<file path="src/rtl/tpsm_pkg.sv">
`default_nettype none
package tpsm_pkg;

  // Width of the accepted term count
  localparam int unsigned COUNT_BITS = 31;
  // Width of one residue
  localparam int unsigned RES_BITS   = 50;
  // Bit counter width for the double-and-add loop
  localparam int unsigned BIT_CNT_W  = $clog2(RES_BITS);
  // Modulus 10^15 + 7
  localparam logic [RES_BITS-1:0] SUM_MODULUS = RES_BITS'(64'd1000000000000007);

  // Which matrix product the datapath forms
  typedef enum logic [1:0] {
    MODE_AB  = 2'd0,  // acc  = acc * base
    MODE_BB  = 2'd1,  // base = base * base
    MODE_DOT = 2'd2   // sum  = acc row 3 . start vector
  } mode_e;

  // Controller to datapath commands
  typedef struct packed {
    logic       load_n;     // capture count, set up matrices
    logic       mul_load;   // load multiplier operands
    logic       mul_step;   // one double-and-add step
    logic       sum_acc;    // add product into running sum
    logic       sum_clr;    // clear running sum after this cycle
    logic       res_wr;     // write sum into result matrix
    logic       commit;     // copy result matrix to target
    logic       exp_shift;  // shift exponent right
    logic       out_load;   // move sum into output register
    mode_e      mode;
    logic [1:0] row;
    logic [1:0] col;
    logic [1:0] kk;
  } tpsm_cmd_t;

  // Datapath to controller status
  typedef struct packed {
    logic low_count;  // count below four
    logic exp_zero;
    logic exp_lsb;
  } tpsm_sts_t;

  // Sum of two reduced residues, reduced again
  function automatic logic [RES_BITS-1:0] mod_add(input logic [RES_BITS-1:0] a,
                                                  input logic [RES_BITS-1:0] b);
    logic [RES_BITS:0] s;
    s = {1'b0, a} + {1'b0, b};
    if (s >= {1'b0, SUM_MODULUS}) begin
      s = s - {1'b0, SUM_MODULUS};
    end
    return s[RES_BITS-1:0];
  endfunction

  // Start vector (T3, T2, T1, S3)
  function automatic logic [RES_BITS-1:0] start_val(input logic [1:0] k);
    logic [RES_BITS-1:0] v;
    unique case (k)
      2'd0: v = RES_BITS'(3);
      2'd1: v = RES_BITS'(2);
      2'd2: v = RES_BITS'(1);
      default: v = RES_BITS'(6);
    endcase
    return v;
  endfunction

endpackage
`default_nettype wire

</file>
<file path="src/rtl/tribonacci_prefix_sum_mod_top.sv">
// Counts below four use fixed answers; others use a 4x4 matrix power with exponent n-3.
// Throughput: one count at a time; set by the single bit-serial modular multiplier.
// Reset: rst_ni asynchronous active low clears the controller; no pending result.
`default_nettype none
module tribonacci_prefix_sum_mod_top import tpsm_pkg::*; (
  input  wire logic        clk_i,
  input  wire logic        rst_ni,
  input  wire logic        s_axis_tvalid_i,
  output logic             s_axis_tready_o,
  input  wire logic [31:0] s_axis_tdata_i,   // [30:0] term_count
  output logic             m_axis_tvalid_o,
  input  wire logic        m_axis_tready_i,
  output logic [55:0]      m_axis_tdata_o    // [49:0] sum_mod
);

  tpsm_cmd_t           cmd;
  tpsm_sts_t           sts;
  logic [RES_BITS-1:0] out_data;

  tpsm_ctrl u_ctrl (
    .clk_i       (clk_i),
    .rst_ni      (rst_ni),
    .in_valid_i  (s_axis_tvalid_i),
    .in_ready_o  (s_axis_tready_o),
    .out_valid_o (m_axis_tvalid_o),
    .out_ready_i (m_axis_tready_i),
    .sts_i       (sts),
    .cmd_o       (cmd)
  );

  tpsm_datapath u_dp (
    .clk_i      (clk_i),
    .rst_ni     (rst_ni),
    .cmd_i      (cmd),
    .count_i    (s_axis_tdata_i[COUNT_BITS-1:0]),
    .sts_o      (sts),
    .out_data_o (out_data)
  );

  assign m_axis_tdata_o = {{(56 - RES_BITS){1'b0}}, out_data};

endmodule
`default_nettype wire

</file>
<file path="src/rtl/tpsm_datapath.sv">
`default_nettype none
module tpsm_datapath import tpsm_pkg::*; (
  input  wire logic                  clk_i,
  input  wire logic                  rst_ni,
  input  wire tpsm_cmd_t             cmd_i,
  input  wire logic [COUNT_BITS-1:0] count_i,
  output tpsm_sts_t                  sts_o,
  output logic [RES_BITS-1:0]        out_data_o
);

  logic [RES_BITS-1:0]   acc_q  [16];
  logic [RES_BITS-1:0]   base_q [16];
  logic [RES_BITS-1:0]   res_q  [16];
  logic [COUNT_BITS-1:0] exp_q;
  logic                  small_q;
  logic [RES_BITS-1:0]   x_q, y_q, prod_q, sum_q, out_q;
  logic [RES_BITS-1:0]   x_sel, y_sel, dbl, sum_nxt, small_val;
  logic [3:0]            p_idx, q_idx, r_idx;

  assign p_idx = {cmd_i.row, cmd_i.kk};
  assign q_idx = {cmd_i.kk, cmd_i.col};
  assign r_idx = {cmd_i.row, cmd_i.col};

  // Operand selection
  always_comb begin
    unique case (cmd_i.mode)
      MODE_AB: begin
        x_sel = acc_q[p_idx];
        y_sel = base_q[q_idx];
      end
      MODE_BB: begin
        x_sel = base_q[p_idx];
        y_sel = base_q[q_idx];
      end
      MODE_DOT: begin
        x_sel = acc_q[p_idx];
        y_sel = start_val(cmd_i.kk);
      end
      default: begin
        x_sel = '0;
        y_sel = '0;
      end
    endcase
  end

  assign dbl     = mod_add(prod_q, prod_q);
  assign sum_nxt = mod_add(sum_q, prod_q);

  // Fixed answers for counts 0..3
  always_comb begin
    unique case (count_i[1:0])
      2'd0: small_val = RES_BITS'(0);
      2'd1: small_val = RES_BITS'(1);
      2'd2: small_val = RES_BITS'(3);
      default: small_val = RES_BITS'(6);
    endcase
  end

  // Control-side status register
  always_ff @(posedge clk_i or negedge rst_ni) begin
    if (!rst_ni) begin
      small_q <= 1'b0;
      exp_q   <= '0;
    end else if (cmd_i.load_n) begin
      small_q <= (count_i < COUNT_BITS'(4));
      exp_q   <= count_i - COUNT_BITS'(3);
    end else if (cmd_i.exp_shift) begin
      exp_q   <= exp_q >> 1;
    end
  end

  // Matrices, multiplier and running sum
  always_ff @(posedge clk_i) begin
    if (cmd_i.load_n) begin
      for (int e = 0; e < 16; e++) begin
        acc_q[e]  <= ((e / 4) == (e % 4)) ? RES_BITS'(1) : RES_BITS'(0);
        base_q[e] <= RES_BITS'(0);
      end
      base_q[0]  <= RES_BITS'(1);
      base_q[1]  <= RES_BITS'(1);
      base_q[2]  <= RES_BITS'(1);
      base_q[4]  <= RES_BITS'(1);
      base_q[9]  <= RES_BITS'(1);
      base_q[12] <= RES_BITS'(1);
      base_q[13] <= RES_BITS'(1);
      base_q[14] <= RES_BITS'(1);
      base_q[15] <= RES_BITS'(1);
      sum_q      <= (count_i < COUNT_BITS'(4)) ? small_val : RES_BITS'(0);
    end else begin
      if (cmd_i.commit) begin
        for (int e = 0; e < 16; e++) begin
          if (cmd_i.mode == MODE_AB) acc_q[e] <= res_q[e];
          else                       base_q[e] <= res_q[e];
        end
      end
      if (cmd_i.res_wr) res_q[r_idx] <= sum_nxt;
      if (cmd_i.sum_clr)      sum_q <= '0;
      else if (cmd_i.sum_acc) sum_q <= sum_nxt;
    end
    if (cmd_i.mul_load) begin
      x_q    <= x_sel;
      y_q    <= y_sel;
      prod_q <= '0;
    end else if (cmd_i.mul_step) begin
      prod_q <= y_q[RES_BITS-1] ? mod_add(dbl, x_q) : dbl;
      y_q    <= y_q << 1;
    end
    if (cmd_i.out_load) out_q <= sum_q;
  end

  assign sts_o.low_count = small_q;
  assign sts_o.exp_zero  = (exp_q == '0);
  assign sts_o.exp_lsb   = exp_q[0];
  assign out_data_o      = out_q;

endmodule
`default_nettype wire

</file>
<file path="src/rtl/tpsm_ctrl.sv">
`default_nettype none
module tpsm_ctrl import tpsm_pkg::*; (
  input  wire logic clk_i,
  input  wire logic rst_ni,
  input  wire logic in_valid_i,
  output logic      in_ready_o,
  output logic      out_valid_o,
  input  wire logic out_ready_i,
  input  wire tpsm_sts_t sts_i,
  output tpsm_cmd_t cmd_o
);

  typedef enum logic [6:0] {
    S_IDLE   = 7'b0000001,
    S_SETUP  = 7'b0000010,
    S_CHECK  = 7'b0000100,
    S_MLOAD  = 7'b0001000,
    S_MSTEP  = 7'b0010000,
    S_MACC   = 7'b0100000,
    S_COMMIT = 7'b1000000
  } state_e;

  state_e               state_q, state_d;
  mode_e                mode_q, mode_d;
  logic [1:0]           row_q, row_d, col_q, col_d, kk_q, kk_d;
  logic [BIT_CNT_W-1:0] bit_q, bit_d;
  logic                 out_valid_q, out_valid_d;
  logic                 done_q, done_d;
  logic                 out_free;

  assign out_free   = !out_valid_q || out_ready_i;
  assign in_ready_o = (state_q == S_IDLE) && !done_q;

  // Next state and commands
  always_comb begin
    state_d     = state_q;
    mode_d      = mode_q;
    row_d       = row_q;
    col_d       = col_q;
    kk_d        = kk_q;
    bit_d       = bit_q;
    done_d      = done_q;
    out_valid_d = out_valid_q && !out_ready_i;
    cmd_o       = '0;
    cmd_o.mode  = mode_q;
    cmd_o.row   = row_q;
    cmd_o.col   = col_q;
    cmd_o.kk    = kk_q;

    // Deliver a finished sum once the output register is free
    if (done_q && out_free) begin
      cmd_o.out_load = 1'b1;
      out_valid_d    = 1'b1;
      done_d         = 1'b0;
    end

    unique case (state_q)
      S_IDLE: begin
        if (in_valid_i && in_ready_o) begin
          cmd_o.load_n = 1'b1;
          state_d      = S_SETUP;
        end
      end
      S_SETUP: begin
        if (sts_i.low_count) begin
          done_d  = 1'b1;
          state_d = S_IDLE;
        end else begin
          state_d = S_CHECK;
        end
      end
      S_CHECK: begin
        row_d   = 2'd0;
        col_d   = 2'd0;
        kk_d    = 2'd0;
        state_d = S_MLOAD;
        if (sts_i.exp_zero) begin
          mode_d = MODE_DOT;
          row_d  = 2'd3;
        end else if (sts_i.exp_lsb) begin
          mode_d = MODE_AB;
        end else begin
          mode_d = MODE_BB;
        end
      end
      S_MLOAD: begin
        cmd_o.mul_load = 1'b1;
        bit_d          = BIT_CNT_W'(RES_BITS - 1);
        state_d        = S_MSTEP;
      end
      S_MSTEP: begin
        cmd_o.mul_step = 1'b1;
        if (bit_q == '0) state_d = S_MACC;
        else             bit_d   = bit_q - 1'b1;
      end
      S_MACC: begin
        cmd_o.sum_acc = 1'b1;
        state_d       = S_MLOAD;
        if (kk_q != 2'd3) begin
          kk_d = kk_q + 1'b1;
        end else if (mode_q == MODE_DOT) begin
          done_d  = 1'b1;
          state_d = S_IDLE;
        end else begin
          cmd_o.res_wr  = 1'b1;
          cmd_o.sum_clr = 1'b1;
          kk_d          = 2'd0;
          col_d         = col_q + 1'b1;
          if (col_q == 2'd3) row_d = row_q + 1'b1;
          if (row_q == 2'd3 && col_q == 2'd3) state_d = S_COMMIT;
        end
      end
      S_COMMIT: begin
        cmd_o.commit = 1'b1;
        if (mode_q == MODE_AB) begin
          mode_d  = MODE_BB;
          row_d   = 2'd0;
          col_d   = 2'd0;
          kk_d    = 2'd0;
          state_d = S_MLOAD;
        end else begin
          cmd_o.exp_shift = 1'b1;
          state_d         = S_CHECK;
        end
      end
      default: state_d = S_IDLE;
    endcase
  end

  // Control registers
  always_ff @(posedge clk_i or negedge rst_ni) begin
    if (!rst_ni) begin
      state_q     <= S_IDLE;
      mode_q      <= MODE_AB;
      row_q       <= '0;
      col_q       <= '0;
      kk_q        <= '0;
      bit_q       <= '0;
      done_q      <= 1'b0;
      out_valid_q <= 1'b0;
    end else begin
      state_q     <= state_d;
      mode_q      <= mode_d;
      row_q       <= row_d;
      col_q       <= col_d;
      kk_q        <= kk_d;
      bit_q       <= bit_d;
      done_q      <= done_d;
      out_valid_q <= out_valid_d;
    end
  end

  assign out_valid_o = out_valid_q;

  // A held result stays until its transfer
  a_out_hold: assert property (@(posedge clk_i) disable iff (!rst_ni)
    out_valid_q && !out_ready_i |=> out_valid_q)
    else $error("result dropped before transfer");

  // An accepted count always leaves idle
  a_accept_busy: assert property (@(posedge clk_i) disable iff (!rst_ni)
    in_valid_i && in_ready_o |=> state_q == S_SETUP)
    else $error("accepted count not started");

  // The dot product never commits a matrix
  a_commit_mode: assert property (@(posedge clk_i) disable iff (!rst_ni)
    state_q == S_COMMIT |-> mode_q != MODE_DOT)
    else $error("commit in dot mode");

  // Output register load only when it is free
  a_load_free: assert property (@(posedge clk_i) disable iff (!rst_ni)
    cmd_o.out_load |-> out_free)
    else $error("output overwritten");

endmodule
`default_nettype wire
</file>
<file path="config.mk">
export PLATFORM = sky130hd
export DESIGN_NAME = tribonacci_prefix_sum_mod_top
export DESIGN_NICKNAME = d
export VERILOG_FILES = /design/src/rtl/tpsm_pkg.sv /design/src/rtl/tribonacci_prefix_sum_mod_top.sv /design/src/rtl/tpsm_datapath.sv /design/src/rtl/tpsm_ctrl.sv
export SDC_FILE = /design/constraint.sdc
export NUM_CORES = 2
export LEC_CHECK = 0
export BUFFER_PORTS_ARGS = -buffer_cell sky130_fd_sc_hd__buf_2
export CORE_MARGIN = 3
export CORE_UTILIZATION = 50
export CTS_CLUSTER_DIAMETER = 80
export DETAILED_ROUTE_END_ITERATION = 12
export GPL_ROUTABILITY_DRIVEN = 0
export GPL_TIMING_DRIVEN = 0
export PLACE_DENSITY = 0.62
export RECOVER_POWER = 50
export SLEW_MARGIN = 20
export SYNTH_ARGS = -nofsm -noshare
export SYNTH_HDL_FRONTEND = slang
export SYNTH_HIERARCHICAL = 1
export SYNTH_SLANG_ARGS = --single-unit
</file>
<file path="constraint.sdc">
create_clock -name clk_i -period 23.6 [get_ports clk_i]
set_input_delay 7.08 -clock clk_i [delete_from_list [all_inputs] [get_ports clk_i]]
set_output_delay 7.08 -clock clk_i [all_outputs]
set_load 0.03 [all_outputs]
</file>
* Yosys cells after proc, flatten, opt, wreduce, memory -nomap -nowiden
Memory sizes are Yosys's and may differ from the RTL's.
Index checks and enable logic that the tools add are counted.
** Storage, ports and cells
- Register bits after elaboration :: 305
- Bits in writable memories :: 2400
- Bits of input ports :: 36
- Output and inout port bits :: 58
- Word-level logic and storage cells :: 237
- Memories :: 3
** Memory list
- u_dp.acc_q :: depth 16, bits a word 50, rd ports 1, clocked after memory_dff 0, write ports 16, line tpsm_datapath.sv:11 : logic [RES_BITS-1:0] acc_q [16];
- u_dp.base_q :: depth 16, bits a word 50, rd ports 2, clocked after memory_dff 0, write ports 16, line tpsm_datapath.sv:12 : logic [RES_BITS-1:0] base_q [16];
- u_dp.res_q :: depth 16, bits a word 50, rd ports 16, clocked after memory_dff 0, write ports 1, line tpsm_datapath.sv:13 : logic [RES_BITS-1:0] res_q [16];
** Cells by class
- Add/sub/neg operators :: 11
- Order comparisons :: 4
- Equal/unequal tests :: 24
- Muxes and demuxes :: 111
- Bitwise operators :: 41
- Reduce and logical (&&, ||, !) cells :: 28
** Operators with widths (count)
- $mux 50 :: 50
- $pmux 50 s2 :: 2
- $add 50x50->51 :: 3
- $ge 51x50->1 const B :: 3
- $sub 50x50->50 const B :: 3
- $mux 31 :: 2
- $pmux 7 s7 :: 1
- $or 1x1->1 :: 41
- $mux 7 :: 5
- $logic_not 31->1 :: 1
- $lt 31x3->1 const B :: 1
- $sub 31x2->31 const B :: 1
- $mux 2 :: 14
- $mux 1 :: 24
- $pmux 2 s3 :: 3
- $pmux 3 s3 :: 2
- $pmux 6 s2 :: 1
- $eq 2x2->1 const B :: 5
- $ne 2x2->1 const B :: 5
- $mux 3 :: 3
- $reduce_bool 2->1 :: 4
- $eq 7x1->1 const B :: 1
- $eq 7x2->1 const B :: 1
- $eq 7x3->1 const B :: 1
- 24 further kinds :: 42

* Depth between registers and ports, before layout
- Depth in word-level cells :: 9
- Gate-level depth with buffers :: 31
- Mapped depth without buffers :: 28

* By module
Netlist, hierarchy kept.
** Modules (own cells, without submodules)
- tpsm_datapath :: instances 1, cells an instance 7567, area an instance 121340.1 um^2, seq. area each 79876.6 um^2
- tpsm_ctrl :: instances 1, cells an instance 156, area an instance 1377.6 um^2, seq. area each 576.8 um^2
- tribonacci_prefix_sum_mod_top :: instances 1, cells an instance 7, area an instance 48.8 um^2, seq. area each 0.0 um^2

* Least setup slack after synthesis
OpenSTA, ideal clock, no wires.
- Path type :: input port to flip-flop
- Start :: input port s_axis_tvalid_i
- End :: memory u_dp.acc_q[0][0] (enable)
- Setup time :: 1.173 ns
- Data arrival time :: 24.057 ns
- Required time :: 22.427 ns
- Slack :: -1.630 ns
- Cell stages on the path :: 5
- Path buffers :: 3
- Cell sequence :: nor3b_1 > clkbuf_1 > clkbuf_1 > clkbuf_1 > a21o_1
** RTL lines
- from (decl) :: line tribonacci_prefix_sum_mod_top.sv:8 : input wire logic s_axis_tvalid_i,
- to (decl) :: line tpsm_datapath.sv:11

==> qor.txt <==
P_leak - 0.04735 uW
Post-synth top cells - 2,600 x edfxtp_1, 1,029 x and2_1, 739 x mux4_2
YS warnings - 6
Multi-input gate area - 39,720 um^2
Syn_area_per_cell - 15.88 um^2
First-pass GRT wire length - 635,800 um
# hold bufs at CTS - 0
Final period utilization - 55.20%
Layout cell share with drive strength beyond 1 - 18.48%
FF-to-FF End - u_dp/prod_q[25]
Nets - 8,563
CTS resizes - 0
WP data arrival - 13.58 ns
Total CTS buffers - 303
CP endpoint kind - register
Clock sink count - 2,705
Post-synthesis cell type count - 103
Netlist Area Pre-Place - 122,800 um^2
Depth of the most critical reg-to-reg path - 30
Antenna viol nets, final - 0
HPWL Detailed - 347,800 um
DRC marker count from the first detailed-route iteration - 14.26k
Crit path kind - primary input to register
H-tree levels - 5
CTS Buffer Depth - 4
Post-Layout Cell Count - 11.86k
IO Pins - 94
Post-CTS setup buffers - 0
IO Port Bufs - 86
Clk_skew - 0.05177 ns
Peak Freq - 0.07676 GHz
R2R Setup Slk - 12.55 ns
Core region area - 243,700 um^2
Post-Place Cells - 11.31k
Die width - 501.5 um
Most used DFF post-synth - edfxtp_1
HP Class - register to register
Fill count - 18.62k
Largest net degree at the start of global routing - 57
Fin crit period - 13.03 ns
Gr ovfl total - 0
Drt drc - 0
Max Cap Viol - 49
Worst-path clk slew - 0.06 ns
Failing checks - max-capacitance violations, max-slew violations
Seq/Total Area, Yosys - 65.53%
Ys async rst share - 2.033%
Top cell type's share of synthesized area - 63.60%
Initial Util - 50.38%
DR pass1 iterations - 7
Final Max Slew Viols - 701
WL final - 479,400 um
Final setup vio count - 0
Crit Path Max Fanout - 13
Worst rel slew slack - -124.4%
Slew @ Worst Pin - 3.365 ns
Via count - 80.29k
Crit path from - s_axis_tvalid_i
Initial antenna violation count - 71
Startpoint Class - primary input
Register area - 80,450 um^2
Post-synthesis register bit count - 2,705
Core Rows - 181
Most frequent cell after synthesis - edfxtp_1
CTS tree - yes
Final Hold Viols - 0
Die footprint - 251,500 um^2
Per-cell routed wire length - 40.44 um
Pwr per Cell Area - 145.8 nW/um^2
Skew-Pair Late Insertion Delay - 0.96 ns
Worst Path Required - 24.16 ns
RSZ-0062 raised after global routing - false
Post-synth top area cell - edfxtp_1
Cells after Synth - 7,730
Avg Vias per Cell - 6.773
Status - complete, but fails checks
Root buf cell - clkbuf_16
Hold WS - 0.4537 ns
Die Y - 501.5 um
R2r startpoint - u_dp/prod_q[2]
Post-synth EDFFs - 2,600
Worst VDD drop - 0.0001258 V
GRT Util Overall - 38.00%
CP endpoint - u_dp/res_q[5][22]
Synth top area cells - edfxtp_1 64%, mux4_2 14%, and2_1 5.2%, nor2b_1 1.8%, clkbuf_1 1.2%
Synth-to-layout area growth - 15.01%
Number of global-route vias before repair - 76.00k
## worst max-delay path: stages
cell and delay, ns:
clkbuf_1 0.09, nor3b_1 0.24, clkbuf_1 0.65, nand2b_1 0.42, or3b_2 0.54, nor2_1 1.12
clkbuf_1 1.26, clkbuf_1 1.17, clkbuf_1 0.91
## flip-flops by register name, indices dropped and copies added (netlist names), 50 cells and up
signal / flops
u_dp/acc_q: 800
u_dp/base_q: 800
u_dp/out_data_o: 50
u_dp/prod_q: 50
u_dp/res_q: 800
u_dp/sum_q: 50
u_dp/x_q: 50
u_dp/y_q: 50
## metal layers
layer  track usage, %  up-vias  routed length [um]
li1                 -    31228                   -
met2            55.65     6785              205600
met3            13.85     1693               73260
met5           0.1351        -                 149
met4            28.69       18               47370
met1            46.09    40565              153100
## power by group
part	switching (uW)	internal [uW]
Sequential	522	7350
Clock	1900	2660
Combinational	5720	2440
Total	8130	12500
## placed cells by master, fill, tap and decap left out, drive strengths merged, types with 30 or more instances in the layout
| cell | netlist | routed |
|---|---|---|
| or3 | 33 | 33 |
| a21o | 61 | 61 |
| nand2 | 297 | 297 |
| xnor2 | 126 | 126 |
| mux2i | 64 | 64 |
| diode | 0 | 34 |
| a211oi | 30 | 30 |
| xor2 | 97 | 97 |
| o211ai | 31 | 31 |
| dfrtp | 54 | 54 |
| nand3 | 59 | 59 |
| a31oi | 30 | 30 |
| clkinv | 1 | 102 |
| buf | 91 | 284 |
| a21oi | 216 | 216 |
| dfxtp | 50 | 50 |
| edfxtp | 2600 | 2600 |
| o21ai | 184 | 184 |
| nor3 | 75 | 75 |
| inv | 236 | 243 |
| and2 | 1030 | 1030 |
| nor2 | 188 | 188 |
| nor4 | 39 | 39 |
| clkbuf | 383 | 933 |
| nand2b | 45 | 45 |
| mux4 | 739 | 739 |
| ha | 111 | 111 |
| nand4 | 52 | 52 |
| o21a | 33 | 33 |
| o22ai | 119 | 119 |
| nor2b | 354 | 354 |
## area by class of cell
class | instances | area share [%]
Buffer | 474 | 1.467
Clock inverter | 141 | 0.9243
Timing Repair Buffer | 374 | 3.317
Clock buffer | 369 | 5.651
Antenna cell | 34 | 0.06026
Sequential cell | 2705 | 56.98
Inverter | 237 | 0.6309
Multi-Input combinational cell | 4319 | 28.13
Tap cell | 3202 | 2.837
## metrics by stage
step	cell area (um^2)	TNS, ns	utilization (%)	setup slack [ns]	total power, uW
floorplan	122800	0	-	5.140	12180
global placement	127200	-3911.43	52.21	-3.206	15720
detailed placement	134000	0	54.99	10.91	16230
CTS	143300	0	58.80	11.91	20750
global route	141100	0	57.91	10.96	21050
finish	141200	0	57.94	10.57	20590
## cells by family (layout without fill, tap and decap cells)
logic type | after synthesis | in the layout | synth area share (%)
xor gates and xnor gates | 223 | 223 | 1.591
AOI/OAI and AO/OA | 881 | 881 | 4.618
buffers and inverters | 711 | 1595 | 2.235
DFF | 2705 | 2705 | 65.53
other | 1 | 40 | 0.003055
adders and majority gates | 113 | 113 | 1.164
muxes | 808 | 808 | 14.12
and+or+nand+nor | 2288 | 2288 | 10.73
## worst min path at each step
stage                   startpoint                   to  slack [ns]  cells after the start
finish              u_dp/sum_q[40]  u_dp/out_data_o[40]        0.45                      0
global route        u_dp/sum_q[40]  u_dp/out_data_o[40]        0.47                      0
CTS                 u_dp/sum_q[40]  u_dp/out_data_o[40]        0.45                      0
detailed placement  u_dp/sum_q[40]  u_dp/out_data_o[40]        0.45                      0
global placement    u_dp/sum_q[42]  u_dp/out_data_o[42]        0.45                      0
floorplan           u_dp/sum_q[10]  u_dp/out_data_o[10]        0.43                      0
Power figures use the tool's default switching activity.
